===== src/rtl/u8dw_pkg.sv =====
// shared types, constants and column width tables of the display width meter
package u8dw_pkg;

    typedef logic [20:0] cp_t;

    localparam int COUNT_BITS_DEF  = 16;
    localparam int QUEUE_DEPTH_DEF = 4;
    localparam logic [15:0] MAX_WIDTH_RST = 16'd80;
    localparam cp_t REPL_CP = 21'h00FFFD;

    localparam int ZERO_N = 8;
    localparam int WIDE_N = 22;

    localparam cp_t ZERO_LO [ZERO_N] = '{
        21'h00300, 21'h00483, 21'h00591, 21'h0200B,
        21'h02028, 21'h0FE00, 21'h0FE20, 21'h01AB0};
    localparam cp_t ZERO_HI [ZERO_N] = '{
        21'h0036F, 21'h00489, 21'h005BD, 21'h0200F,
        21'h0202E, 21'h0FE0F, 21'h0FE2F, 21'h01AFF};

    localparam cp_t WIDE_LO [WIDE_N] = '{
        21'h01100, 21'h02E80, 21'h03041, 21'h03400, 21'h04E00, 21'h0A000,
        21'h0AC00, 21'h0F900, 21'h0FE10, 21'h0FE30, 21'h0FF00, 21'h0FFE0,
        21'h1F300, 21'h1F680, 21'h1F7E0, 21'h1F900, 21'h1FA70, 21'h1F004,
        21'h1F0CF, 21'h20000, 21'h30000, 21'h16FE0};
    localparam cp_t WIDE_HI [WIDE_N] = '{
        21'h0115F, 21'h0303E, 21'h033FF, 21'h04DBF, 21'h09FFF, 21'h0A4CF,
        21'h0D7A3, 21'h0FAFF, 21'h0FE19, 21'h0FE6F, 21'h0FF60, 21'h0FFE6,
        21'h1F64F, 21'h1F6FF, 21'h1F7FF, 21'h1F9FF, 21'h1FAFF, 21'h1F004,
        21'h1F0CF, 21'h2FFFD, 21'h3FFFD, 21'h16FFF};

    // display columns of one code point
    function automatic logic [1:0] cols_of(input cp_t cp);
        logic zero_hit;
        logic wide_hit;
        zero_hit = 1'b0;
        wide_hit = 1'b0;
        for (int i = 0; i < ZERO_N; i++)
        begin
            if (cp >= ZERO_LO[i] && cp <= ZERO_HI[i])
            begin
                zero_hit = 1'b1;
            end
        end
        for (int i = 0; i < WIDE_N; i++)
        begin
            if (cp >= WIDE_LO[i] && cp <= WIDE_HI[i])
            begin
                wide_hit = 1'b1;
            end
        end
        if (cp == '0)
        begin
            return 2'd0;
        end
        else if (cp < 21'h00300)
        begin
            return 2'd1;
        end
        else if (zero_hit)
        begin
            return 2'd0;
        end
        else if (wide_hit)
        begin
            return 2'd2;
        end
        return 2'd1;
    endfunction

    localparam logic [1:0] REPL_COLS = cols_of(REPL_CP);

    // one queued command: some replacements, then an optional tail code point
    typedef struct packed {
        logic [1:0] rep_cnt;
        logic       tail_vld;
        cp_t        tail_cp;
        logic [2:0] tail_cnt;
        logic       tail_rep;
        logic [1:0] tail_w;
        logic       last;
    } cmd_t;

    typedef struct packed {
        logic push;
        cmd_t cmd;
    } q_push_t;

    typedef struct packed {
        logic vld;
        cmd_t cmd;
    } q_head_t;

endpackage


===== src/rtl/u8dw_ifs.sv =====
// handshake channels of the display width meter

interface u8dw_byte_if;
    logic       valid;
    logic       ready;
    logic [7:0] text_byte;
    logic       last_byte;

    modport source (output valid, output text_byte, output last_byte, input ready);
    modport sink (input valid, input text_byte, input last_byte, output ready);
endinterface

interface u8dw_res_if;
    logic        valid;
    logic        ready;
    logic [20:0] code_point;
    logic [2:0]  byte_count;
    logic [1:0]  col_width;
    logic        replaced;
    logic [15:0] total_width;
    logic [15:0] prefix_width;
    logic        fits;
    logic        last_of_run;
    logic        end_of_text;

    modport source (
        output valid, output code_point, output byte_count, output col_width,
        output replaced, output total_width, output prefix_width, output fits,
        output last_of_run, output end_of_text, input ready);
    modport sink (
        input valid, input code_point, input byte_count, input col_width,
        input replaced, input total_width, input prefix_width, input fits,
        input last_of_run, input end_of_text, output ready);
endinterface

interface u8dw_cfg_if;
    logic        valid;
    logic        ready;
    logic [15:0] max_width;

    modport source (output valid, output max_width, input ready);
    modport sink (input valid, input max_width, output ready);
endinterface


===== src/rtl/u8dw_front.sv =====
// front end: utf-8 sequence decoder that queues a command for each byte that gives a beat
module u8dw_front (
    input  logic                clk,
    input  logic                rst_n,
    u8dw_byte_if.sink           text_in,
    input  logic                q_full,
    output u8dw_pkg::q_push_t   q_push
);

    logic [1:0]      need_reg, need_next;
    logic [1:0]      held_reg, held_next;
    u8dw_pkg::cp_t   part_reg, part_next;

    logic            accept;
    logic [7:0]      b;
    logic            cont;
    logic            fresh;
    logic [1:0]      held_inc;
    u8dw_pkg::cp_t   cpart;
    u8dw_pkg::cmd_t  cmd;

    assign text_in.ready = !q_full;
    assign accept = text_in.valid && !q_full;
    assign b = text_in.text_byte;
    assign cont = (b[7:6] == 2'b10);
    assign held_inc = held_reg + 2'd1;
    assign cpart = {part_reg[14:0], b[5:0]};

    always_comb
    begin
        need_next = need_reg;
        held_next = held_reg;
        part_next = part_reg;
        cmd = '0;
        cmd.last = text_in.last_byte;
        fresh = 1'b1;

        if (need_reg != 2'd0)
        begin
            if (cont)
            begin
                fresh = 1'b0;
                if (need_reg == 2'd1)
                begin
                    cmd.tail_vld = 1'b1;
                    cmd.tail_cp = cpart;
                    cmd.tail_cnt = 3'(held_inc) + 3'd1;
                    need_next = 2'd0;
                    held_next = 2'd0;
                    part_next = '0;
                end
                else if (text_in.last_byte)
                begin
                    cmd.rep_cnt = held_inc;
                    cmd.tail_vld = 1'b1;
                    cmd.tail_cp = u8dw_pkg::REPL_CP;
                    cmd.tail_cnt = 3'd1;
                    cmd.tail_rep = 1'b1;
                end
                else
                begin
                    need_next = need_reg - 2'd1;
                    held_next = held_inc;
                    part_next = cpart;
                end
            end
            else
            begin
                // bad continuation: flush lead and held bytes
                cmd.rep_cnt = held_inc;
                need_next = 2'd0;
                held_next = 2'd0;
                part_next = '0;
            end
        end

        if (fresh)
        begin
            unique casez (b)
                8'b0???????:
                begin
                    cmd.tail_vld = 1'b1;
                    cmd.tail_cp = u8dw_pkg::cp_t'(b);
                    cmd.tail_cnt = 3'd1;
                end
                8'b110?????, 8'b1110????, 8'b11110???:
                begin
                    if (text_in.last_byte)
                    begin
                        cmd.tail_vld = 1'b1;
                        cmd.tail_cp = u8dw_pkg::REPL_CP;
                        cmd.tail_cnt = 3'd1;
                        cmd.tail_rep = 1'b1;
                    end
                    else if (b[5] == 1'b0)
                    begin
                        need_next = 2'd1;
                        held_next = 2'd0;
                        part_next = u8dw_pkg::cp_t'(b[4:0]);
                    end
                    else if (b[4] == 1'b0)
                    begin
                        need_next = 2'd2;
                        held_next = 2'd0;
                        part_next = u8dw_pkg::cp_t'(b[3:0]);
                    end
                    else
                    begin
                        need_next = 2'd3;
                        held_next = 2'd0;
                        part_next = u8dw_pkg::cp_t'(b[2:0]);
                    end
                end
                default:
                begin
                    cmd.tail_vld = 1'b1;
                    cmd.tail_cp = u8dw_pkg::REPL_CP;
                    cmd.tail_cnt = 3'd1;
                    cmd.tail_rep = 1'b1;
                end
            endcase
        end

        cmd.tail_w = u8dw_pkg::cols_of(cmd.tail_cp);

        if (text_in.last_byte)
        begin
            need_next = 2'd0;
            held_next = 2'd0;
            part_next = '0;
        end
    end

    assign q_push.push = accept && (cmd.rep_cnt != 2'd0 || cmd.tail_vld);
    assign q_push.cmd = cmd;

    always_ff @(posedge clk or negedge rst_n)
    begin
        if (!rst_n)
        begin
            need_reg <= 2'd0;
            held_reg <= 2'd0;
            part_reg <= '0;
        end
        else if (accept)
        begin
            need_reg <= need_next;
            held_reg <= held_next;
            part_reg <= part_next;
        end
    end

endmodule


===== src/rtl/u8dw_queue.sv =====
// command queue between the decoder and the result stage
module u8dw_queue #(
    parameter int QUEUE_DEPTH = u8dw_pkg::QUEUE_DEPTH_DEF
) (
    input  logic               clk,
    input  logic               rst_n,
    input  u8dw_pkg::q_push_t  q_push,
    output logic               q_full,
    output u8dw_pkg::q_head_t  q_head,
    input  logic               q_pop
);

    localparam int AW = (QUEUE_DEPTH > 1) ? $clog2(QUEUE_DEPTH) : 1;
    localparam int CW = $clog2(QUEUE_DEPTH + 1);
    localparam logic [AW-1:0] LAST_PTR = AW'(QUEUE_DEPTH - 1);
    localparam logic [CW-1:0] FULL_CNT = CW'(QUEUE_DEPTH);

    u8dw_pkg::cmd_t  slot_reg [QUEUE_DEPTH];
    logic [AW-1:0]   wr_ptr_reg, wr_ptr_next;
    logic [AW-1:0]   rd_ptr_reg, rd_ptr_next;
    logic [CW-1:0]   cnt_reg, cnt_next;
    logic            do_push;
    logic            do_pop;

    assign q_full = (cnt_reg == FULL_CNT);
    assign do_push = q_push.push && !q_full;
    assign do_pop = q_pop && (cnt_reg != '0);
    assign q_head.vld = (cnt_reg != '0);
    assign q_head.cmd = slot_reg[rd_ptr_reg];

    always_comb
    begin
        wr_ptr_next = wr_ptr_reg;
        rd_ptr_next = rd_ptr_reg;
        cnt_next = cnt_reg;
        if (do_push)
        begin
            wr_ptr_next = (wr_ptr_reg == LAST_PTR) ? '0 : wr_ptr_reg + AW'(1);
        end
        if (do_pop)
        begin
            rd_ptr_next = (rd_ptr_reg == LAST_PTR) ? '0 : rd_ptr_reg + AW'(1);
        end
        if (do_push && !do_pop)
        begin
            cnt_next = cnt_reg + CW'(1);
        end
        else if (do_pop && !do_push)
        begin
            cnt_next = cnt_reg - CW'(1);
        end
    end

    always_ff @(posedge clk or negedge rst_n)
    begin
        if (!rst_n)
        begin
            wr_ptr_reg <= '0;
            rd_ptr_reg <= '0;
            cnt_reg <= '0;
        end
        else
        begin
            wr_ptr_reg <= wr_ptr_next;
            rd_ptr_reg <= rd_ptr_next;
            cnt_reg <= cnt_next;
        end
    end

    always_ff @(posedge clk)
    begin
        if (do_push)
        begin
            slot_reg[wr_ptr_reg] <= q_push.cmd;
        end
    end

endmodule


===== src/rtl/u8dw_back.sv =====
// result stage: expands commands into beats and keeps the column counters
module u8dw_back #(
    parameter int COUNT_BITS = u8dw_pkg::COUNT_BITS_DEF
) (
    input  logic               clk,
    input  logic               rst_n,
    input  u8dw_pkg::q_head_t  q_head,
    output logic               q_pop,
    input  logic [15:0]        max_width,
    u8dw_res_if.source         result_out
);

    localparam int SW = COUNT_BITS + 1;
    localparam int XW = (SW > 16) ? SW : 16;

    logic [1:0]            idx_reg, idx_next;
    logic [COUNT_BITS-1:0] total_reg, total_next;
    logic [COUNT_BITS-1:0] prefix_reg, prefix_next;
    logic                  open_reg, open_next;

    logic                  out_vld_reg;
    u8dw_pkg::cp_t         cp_reg;
    logic [2:0]            cnt_reg;
    logic [1:0]            w_reg;
    logic                  rep_reg;
    logic [15:0]           tot_out_reg;
    logic [15:0]           pre_out_reg;
    logic                  fit_reg;
    logic                  run_end_reg;
    logic                  text_end_reg;

    u8dw_pkg::cmd_t        cmd;
    logic                  fire;
    logic                  is_rep;
    logic                  is_last;
    logic [2:0]            n_res;
    u8dw_pkg::cp_t         cur_cp;
    logic [2:0]            cur_cnt;
    logic [1:0]            cur_w;
    logic                  cur_rep;
    logic [SW-1:0]         tot_sum;
    logic [SW-1:0]         pre_sum;
    logic [XW-1:0]         pre_sum_x;
    logic [XW-1:0]         tot_x;
    logic [XW-1:0]         pre_x;
    logic                  fit;

    assign cmd = q_head.cmd;
    assign fire = q_head.vld && (!out_vld_reg || result_out.ready);
    assign n_res = 3'(cmd.rep_cnt) + 3'(cmd.tail_vld);
    assign is_rep = (idx_reg < cmd.rep_cnt);
    assign is_last = (3'(idx_reg) + 3'd1 == n_res);
    assign q_pop = fire && is_last;

    assign cur_cp = is_rep ? u8dw_pkg::REPL_CP : cmd.tail_cp;
    assign cur_cnt = is_rep ? 3'd1 : cmd.tail_cnt;
    assign cur_w = is_rep ? u8dw_pkg::REPL_COLS : cmd.tail_w;
    assign cur_rep = is_rep ? 1'b1 : cmd.tail_rep;

    assign tot_sum = SW'(total_reg) + SW'(cur_w);
    assign pre_sum = SW'(prefix_reg) + SW'(cur_w);
    assign pre_sum_x = XW'(pre_sum);
    assign fit = open_reg && (max_width != 16'd0) && (pre_sum_x <= XW'(max_width));

    always_comb
    begin
        total_next = tot_sum[COUNT_BITS] ? '1 : tot_sum[COUNT_BITS-1:0];
        prefix_next = prefix_reg;
        open_next = open_reg && fit;
        if (fit)
        begin
            prefix_next = pre_sum[COUNT_BITS] ? '1 : pre_sum[COUNT_BITS-1:0];
        end
        idx_next = is_last ? 2'd0 : idx_reg + 2'd1;
    end

    assign tot_x = XW'(total_next);
    assign pre_x = XW'(prefix_next);

    always_ff @(posedge clk or negedge rst_n)
    begin
        if (!rst_n)
        begin
            idx_reg <= 2'd0;
            total_reg <= '0;
            prefix_reg <= '0;
            open_reg <= 1'b1;
            out_vld_reg <= 1'b0;
        end
        else
        begin
            if (fire)
            begin
                idx_reg <= idx_next;
                out_vld_reg <= 1'b1;
                if (is_last && cmd.last)
                begin
                    // end of text: fresh counters for the next one
                    total_reg <= '0;
                    prefix_reg <= '0;
                    open_reg <= 1'b1;
                end
                else
                begin
                    total_reg <= total_next;
                    prefix_reg <= prefix_next;
                    open_reg <= open_next;
                end
            end
            else if (result_out.ready)
            begin
                out_vld_reg <= 1'b0;
            end
        end
    end

    always_ff @(posedge clk)
    begin
        if (fire)
        begin
            cp_reg <= cur_cp;
            cnt_reg <= cur_cnt;
            w_reg <= cur_w;
            rep_reg <= cur_rep;
            tot_out_reg <= tot_x[15:0];
            pre_out_reg <= pre_x[15:0];
            fit_reg <= fit;
            run_end_reg <= is_last;
            text_end_reg <= is_last && cmd.last;
        end
    end

    assign result_out.valid = out_vld_reg;
    assign result_out.code_point = cp_reg;
    assign result_out.byte_count = cnt_reg;
    assign result_out.col_width = w_reg;
    assign result_out.replaced = rep_reg;
    assign result_out.total_width = tot_out_reg;
    assign result_out.prefix_width = pre_out_reg;
    assign result_out.fits = fit_reg;
    assign result_out.last_of_run = run_end_reg;
    assign result_out.end_of_text = text_end_reg;

endmodule


===== src/rtl/utf8_display_width_meter.sv =====
// top level of the utf-8 display width meter
// Takes one text byte per cycle while the command queue has room and gives one result
// beat per decoded code point or replacement, carrying its column width, the saturating
// running total and the fitting-prefix width against max_width. Most bytes give at most
// one beat, so the stream runs at one byte per cycle unless the result sink stalls; a
// bad or truncated sequence gives up to four beats for one byte, which the result stage
// sends at one beat per cycle while the sink is ready; the QUEUE_DEPTH-entry command
// queue between decoder and result stage takes further bytes. Each byte's command is
// queued, then registered. Write max_width only while no beats are outstanding.
module utf8_display_width_meter #(
    parameter int COUNT_BITS  = u8dw_pkg::COUNT_BITS_DEF,
    parameter int QUEUE_DEPTH = u8dw_pkg::QUEUE_DEPTH_DEF
) (
    input  logic        clk,
    input  logic        rst_n,
    u8dw_byte_if.sink   text_in,
    u8dw_res_if.source  result_out,
    u8dw_cfg_if.sink    cfg
);

    logic [15:0]        max_width_reg;
    u8dw_pkg::q_push_t  q_push;
    u8dw_pkg::q_head_t  q_head;
    logic               q_full;
    logic               q_pop;

    assign cfg.ready = 1'b1;

    always_ff @(posedge clk or negedge rst_n)
    begin
        if (!rst_n)
        begin
            max_width_reg <= u8dw_pkg::MAX_WIDTH_RST;
        end
        else if (cfg.valid)
        begin
            max_width_reg <= cfg.max_width;
        end
    end

    u8dw_front u_front (
        .clk     (clk),
        .rst_n   (rst_n),
        .text_in (text_in),
        .q_full  (q_full),
        .q_push  (q_push)
    );

    u8dw_queue #(
        .QUEUE_DEPTH (QUEUE_DEPTH)
    ) u_queue (
        .clk    (clk),
        .rst_n  (rst_n),
        .q_push (q_push),
        .q_full (q_full),
        .q_head (q_head),
        .q_pop  (q_pop)
    );

    u8dw_back #(
        .COUNT_BITS (COUNT_BITS)
    ) u_back (
        .clk        (clk),
        .rst_n      (rst_n),
        .q_head     (q_head),
        .q_pop      (q_pop),
        .max_width  (max_width_reg),
        .result_out (result_out)
    );

endmodule


===== src/flat_wrapper.sv =====
// flat-port wrapper written by rule: the top's interface ports become plain ports
module utf8_display_width_meter_flat 
#(
    parameter int COUNT_BITS  = u8dw_pkg::COUNT_BITS_DEF,
    parameter int QUEUE_DEPTH = u8dw_pkg::QUEUE_DEPTH_DEF
)
  (clk, rst_n, text_in_valid, text_in_text_byte, text_in_last_byte, text_in_ready, result_out_valid, result_out_code_point, result_out_byte_count, result_out_col_width, result_out_replaced, result_out_total_width, result_out_prefix_width, result_out_fits, result_out_last_of_run, result_out_end_of_text, result_out_ready, cfg_valid, cfg_max_width, cfg_ready);
  u8dw_byte_if text_in_i ();
  u8dw_res_if result_out_i ();
  u8dw_cfg_if cfg_i ();
  input  logic clk;
  input  logic rst_n;
  input wire logic [$bits(text_in_i.valid)-1:0] text_in_valid;
  input wire logic [$bits(text_in_i.text_byte)-1:0] text_in_text_byte;
  input wire logic [$bits(text_in_i.last_byte)-1:0] text_in_last_byte;
  output wire logic [$bits(text_in_i.ready)-1:0] text_in_ready;
  output wire logic [$bits(result_out_i.valid)-1:0] result_out_valid;
  output wire logic [$bits(result_out_i.code_point)-1:0] result_out_code_point;
  output wire logic [$bits(result_out_i.byte_count)-1:0] result_out_byte_count;
  output wire logic [$bits(result_out_i.col_width)-1:0] result_out_col_width;
  output wire logic [$bits(result_out_i.replaced)-1:0] result_out_replaced;
  output wire logic [$bits(result_out_i.total_width)-1:0] result_out_total_width;
  output wire logic [$bits(result_out_i.prefix_width)-1:0] result_out_prefix_width;
  output wire logic [$bits(result_out_i.fits)-1:0] result_out_fits;
  output wire logic [$bits(result_out_i.last_of_run)-1:0] result_out_last_of_run;
  output wire logic [$bits(result_out_i.end_of_text)-1:0] result_out_end_of_text;
  input wire logic [$bits(result_out_i.ready)-1:0] result_out_ready;
  input wire logic [$bits(cfg_i.valid)-1:0] cfg_valid;
  input wire logic [$bits(cfg_i.max_width)-1:0] cfg_max_width;
  output wire logic [$bits(cfg_i.ready)-1:0] cfg_ready;
  assign text_in_i.valid = text_in_valid;
  assign text_in_i.text_byte = text_in_text_byte;
  assign text_in_i.last_byte = text_in_last_byte;
  assign text_in_ready = text_in_i.ready;
  assign result_out_valid = result_out_i.valid;
  assign result_out_code_point = result_out_i.code_point;
  assign result_out_byte_count = result_out_i.byte_count;
  assign result_out_col_width = result_out_i.col_width;
  assign result_out_replaced = result_out_i.replaced;
  assign result_out_total_width = result_out_i.total_width;
  assign result_out_prefix_width = result_out_i.prefix_width;
  assign result_out_fits = result_out_i.fits;
  assign result_out_last_of_run = result_out_i.last_of_run;
  assign result_out_end_of_text = result_out_i.end_of_text;
  assign result_out_i.ready = result_out_ready;
  assign cfg_i.valid = cfg_valid;
  assign cfg_i.max_width = cfg_max_width;
  assign cfg_ready = cfg_i.ready;
  utf8_display_width_meter #(.COUNT_BITS(COUNT_BITS), .QUEUE_DEPTH(QUEUE_DEPTH)) u_core (.clk(clk), .rst_n(rst_n), .text_in(text_in_i), .result_out(result_out_i), .cfg(cfg_i));
endmodule

===== config.mk =====
export PLATFORM = sky130hd
export DESIGN_NAME = utf8_display_width_meter_flat
export DESIGN_NICKNAME = d
export VERILOG_FILES = /design/src/rtl/u8dw_pkg.sv /design/src/rtl/u8dw_ifs.sv /design/src/rtl/u8dw_front.sv /design/src/rtl/u8dw_queue.sv /design/src/rtl/u8dw_back.sv /design/src/rtl/utf8_display_width_meter.sv /design/src/flat_wrapper.sv
export SDC_FILE = /design/constraint.sdc
export NUM_CORES = 1
export LEC_CHECK = 0
export ABC_AREA = 1
export BUFFER_PORTS_ARGS = -buffer_cell sky130_fd_sc_hd__buf_2
export CORE_ASPECT_RATIO = 0.9
export CORE_UTILIZATION = 34
export CTS_CLUSTER_SIZE = 10
export DETAILED_ROUTE_END_ITERATION = 12
export PLACE_DENSITY = 0.49
export SYNTH_ARGS = -nofsm -noshare
export SYNTH_HDL_FRONTEND = slang
export SYNTH_SLANG_ARGS = --single-unit
export TNS_END_PERCENT = 1

===== constraint.sdc =====
create_clock -name clk -period 11.9 [get_ports clk]
set_input_delay 1.19 -clock clk [delete_from_list [all_inputs] [get_ports clk]]
set_output_delay 1.19 -clock clk [all_outputs]
set_load 0.05 [all_outputs]

==> qor.yml <==
run_status:
  status: "finished clean"
routing:
  vias_per_cell: 5.20
  drc: 0
  wl_per_cell_microns: 19.0
  routed_wl_microns: 40400
  vias: 11100
  ant_nets: 0
  drt_pass1_iterations: 6
  first_iter_violations: 929
cells_and_area:
  stdcell_area_sq_um: 15700
  syn_to_final_growth_pct: 14.6
  layout_common_cells: "nand2_1, nor2_1, edfxtp_1"
  drive_above_1_share: 0.131
  antennaDiodeCount: 0
  final_common_cell: "nand2_1"
  largest_reg_flops: 124
  fin_cells: 2128
  fin_nets: 1637
die:
  die_area_sq_um: 41000
  num_io_pins: 95
  fp.dieW_microns: 213
  die_h_microns: 192
  start_util: 0.346
  rows: 69
  core_area_sq_um: 39500
pwr:
  seqPwrFrac: 0.350
  p_int_mw: 2.31
  ir_worst_vdd_mv: 0.197
  switchingPower_mw: 1.85
  switching_share: 0.445
  power.share.combinational: 0.439
  clkPwrFrac: 0.211
  powerDensity_nw_per_um2: 266
  leakagePower_nw: 6.42
timing:
  max_slew_margin: 0.286
  setup_violations: 0
  tightest_slew_ns: 1.07
  finalSetupTns_ns: 0
  rsz0062_at_grt: "no"
  finalMaxSlewViolations: 0
  post-route-min-period_ns: 8.13
  setup_ws_ns: 3.77
  hold_violations: 0
  clock.fmax_mhz: 123
  finalCritPeriodShare: 0.683
  fin_worst_skew_ns: 0.0124
global_route:
  grt_pass1_wl_microns: 62000
  grt_start_max_net_pins: 87
  antenna_found_initial: 0
  grt_pass1_vias: 10700
  grt_usage: 0.199
  grt_overflow: 0
setup_path:
  worstPathRequired_ns: 12.32
  path_buf_inv: 6
  critPathTopFamily: "simple AND/OR/NAND/NOR gates"
  critPathSlowestCell: "clkinv_1"
  start_kind: "register"
  cpMostUsedCell: "inv_1"
  cp.arrival_ns: 8.55
  crit_type: "reg2reg"
  critPathMaxFanout: 21
  critPathCaptureType: "register"
  cpPeakStageDelay_ns: 0.89
yosys:
  avgSynthCellArea_sq_um: 9.28
  syn_nets: 1540
  synth-seq-cells: 264
  ys_dominant_reg_cell: "edfxtp_1"
  syn_inst: 1474
  synthArstFlopShare: 0.295
  synth-edff-count: 186
  yosysSeqAreaShare: 0.551
  synth_cell_types: 65
  syn_area_sq_um: 13700
  ys.warnings.count: 0
clocking:
  cts_max_level: 1
  numCtsBuffers: 31
  cts_buffer_depth: 3
  cts_setup_buffers: 0
  cts_root_buf: "clkbuf_16"
  clk_pin_slew_ns: 0.06
  clock-sinks: 264
  cts_tree: "done"
  post_cts_resized: 0
  hold_buffers: 0
  clk_latency_ns: 0.57
placement:
  post-place-cells: 2070
  port_buffers: 93
  place_congestion: 0.926
  hpwl_microns: 28500
  place_ws_ns: 3.66
  place_area_sq_um: 14700
min_path:
  hold_path_class: "reg2reg"
job:
  cap_violations: 0
## Yosys cell counts (all sizes together), types with 4 or more instances
| master | instances | area share |
|---|---|---|
| o221ai | 19 | 0.012 |
| nor4 | 17 | 0.0078 |
| buf | 10 | 0.0052 |
| o211ai | 5 | 0.0027 |
| o32ai | 4 | 0.0026 |
| o21ai | 163 | 0.060 |
| nor3 | 31 | 0.013 |
| a21oi | 35 | 0.013 |
| clkbuf | 31 | 0.0085 |
| dfrtp | 75 | 0.14 |
| ha | 33 | 0.030 |
| xnor2 | 4 | 0.0026 |
| inv | 203 | 0.056 |
| o22ai | 18 | 0.0082 |
| nand3 | 64 | 0.025 |
| a31oi | 7 | 0.0032 |
| nand4 | 48 | 0.022 |
| nand2 | 249 | 0.075 |
| xor2 | 20 | 0.013 |
| edfxtp | 186 | 0.41 |
| nor2 | 208 | 0.063 |
## final timing paths
| check | end | depth (start not counted) | from | slack, ns |
|---|---|---|---|---|
| setup / recovery | u_core.u_back.prefix_reg[10] | 29 | u_core.u_queue.rd_ptr_reg[1] | 3.77 |
| setup reg to reg | u_core.u_back.prefix_reg[10] | 29 | u_core.u_queue.rd_ptr_reg[1] | 3.77 |
| hold reg to reg | u_core.u_front.part_reg[12] | 2 | u_core.u_front.part_reg[12] | 0.50 |
| max in group asynchronous | u_core.u_front.need_reg[0] | 2 | rst_n | 10.31 |
| min in group asynchronous | u_core.max_width_reg[15] | 1 | rst_n | 0.60 |
| hold / removal | u_core.u_front.part_reg[12] | 2 | u_core.u_front.part_reg[12] | 0.50 |
## tightest hold or removal path: stages (launching register included)
cell	delay (ns)
dfrtp_1	0.35
nand2_1	0.05
o21ai_0	0.06
## power groups by stage
| stage | clock, mW | combinational [mW] | sequential [mW] |
|---|---|---|---|
| 6_report | 0.880 | 1.83 | 1.46 |
| 3_5_place_dp | 0 | 1.83 | 1.48 |
| 3_3_place_gp | 0 | 1.83 | 1.48 |
| 5_1_grt | 0.939 | 2.02 | 1.49 |
| 2_1_floorplan | 0 | 0.935 | 1.82 |
| 4_1_cts | 0.906 | 1.84 | 1.46 |
## per-stage QoR
step	hold WS (ns)	total power [mW]	utilization
finish	0.498	4.16	0.396
global route	0.534	4.45	0.396
CTS	0.498	4.21	0.396
detailed placement	0.483	3.31	0.373
global placement	0.476	3.31	0.373
floorplan	0.453	2.76	-
## final cells by class
class | count | area [sq um]
fillers | 4047 | 23900
flip-flops and latches | 264 | 7540
multi-input cells | 963 | 5200
clock buffers | 54 | 872
inverters | 206 | 776
well taps | 532 | 666
repair buffers | 105 | 558
clock inverters | 4 | 60.1
## kinds of logic after synthesis
family                   Yosys count  synth area share
AO/OA/AOI/OAI                    275             0.117
XOR/XNOR                          24            0.0154
adder cells (fa/ha/maj)           36            0.0346
buffers and inverters            247            0.0705
flip-flops                       264             0.551
multiplexers                       1          0.000823
other                              1          0.000274
AND/OR/NAND/NOR                  626             0.210
## layer usage
layer	GRT usage	vias to the layer above	wire length, microns
met3	0.0260	77	2370
met5	0	-	0
li1	-	5288	-
met2	0.299	355	17300
met4	0.0591	0	1130
met1	0.296	5351	19500
(Power assumes the default switching activity.)
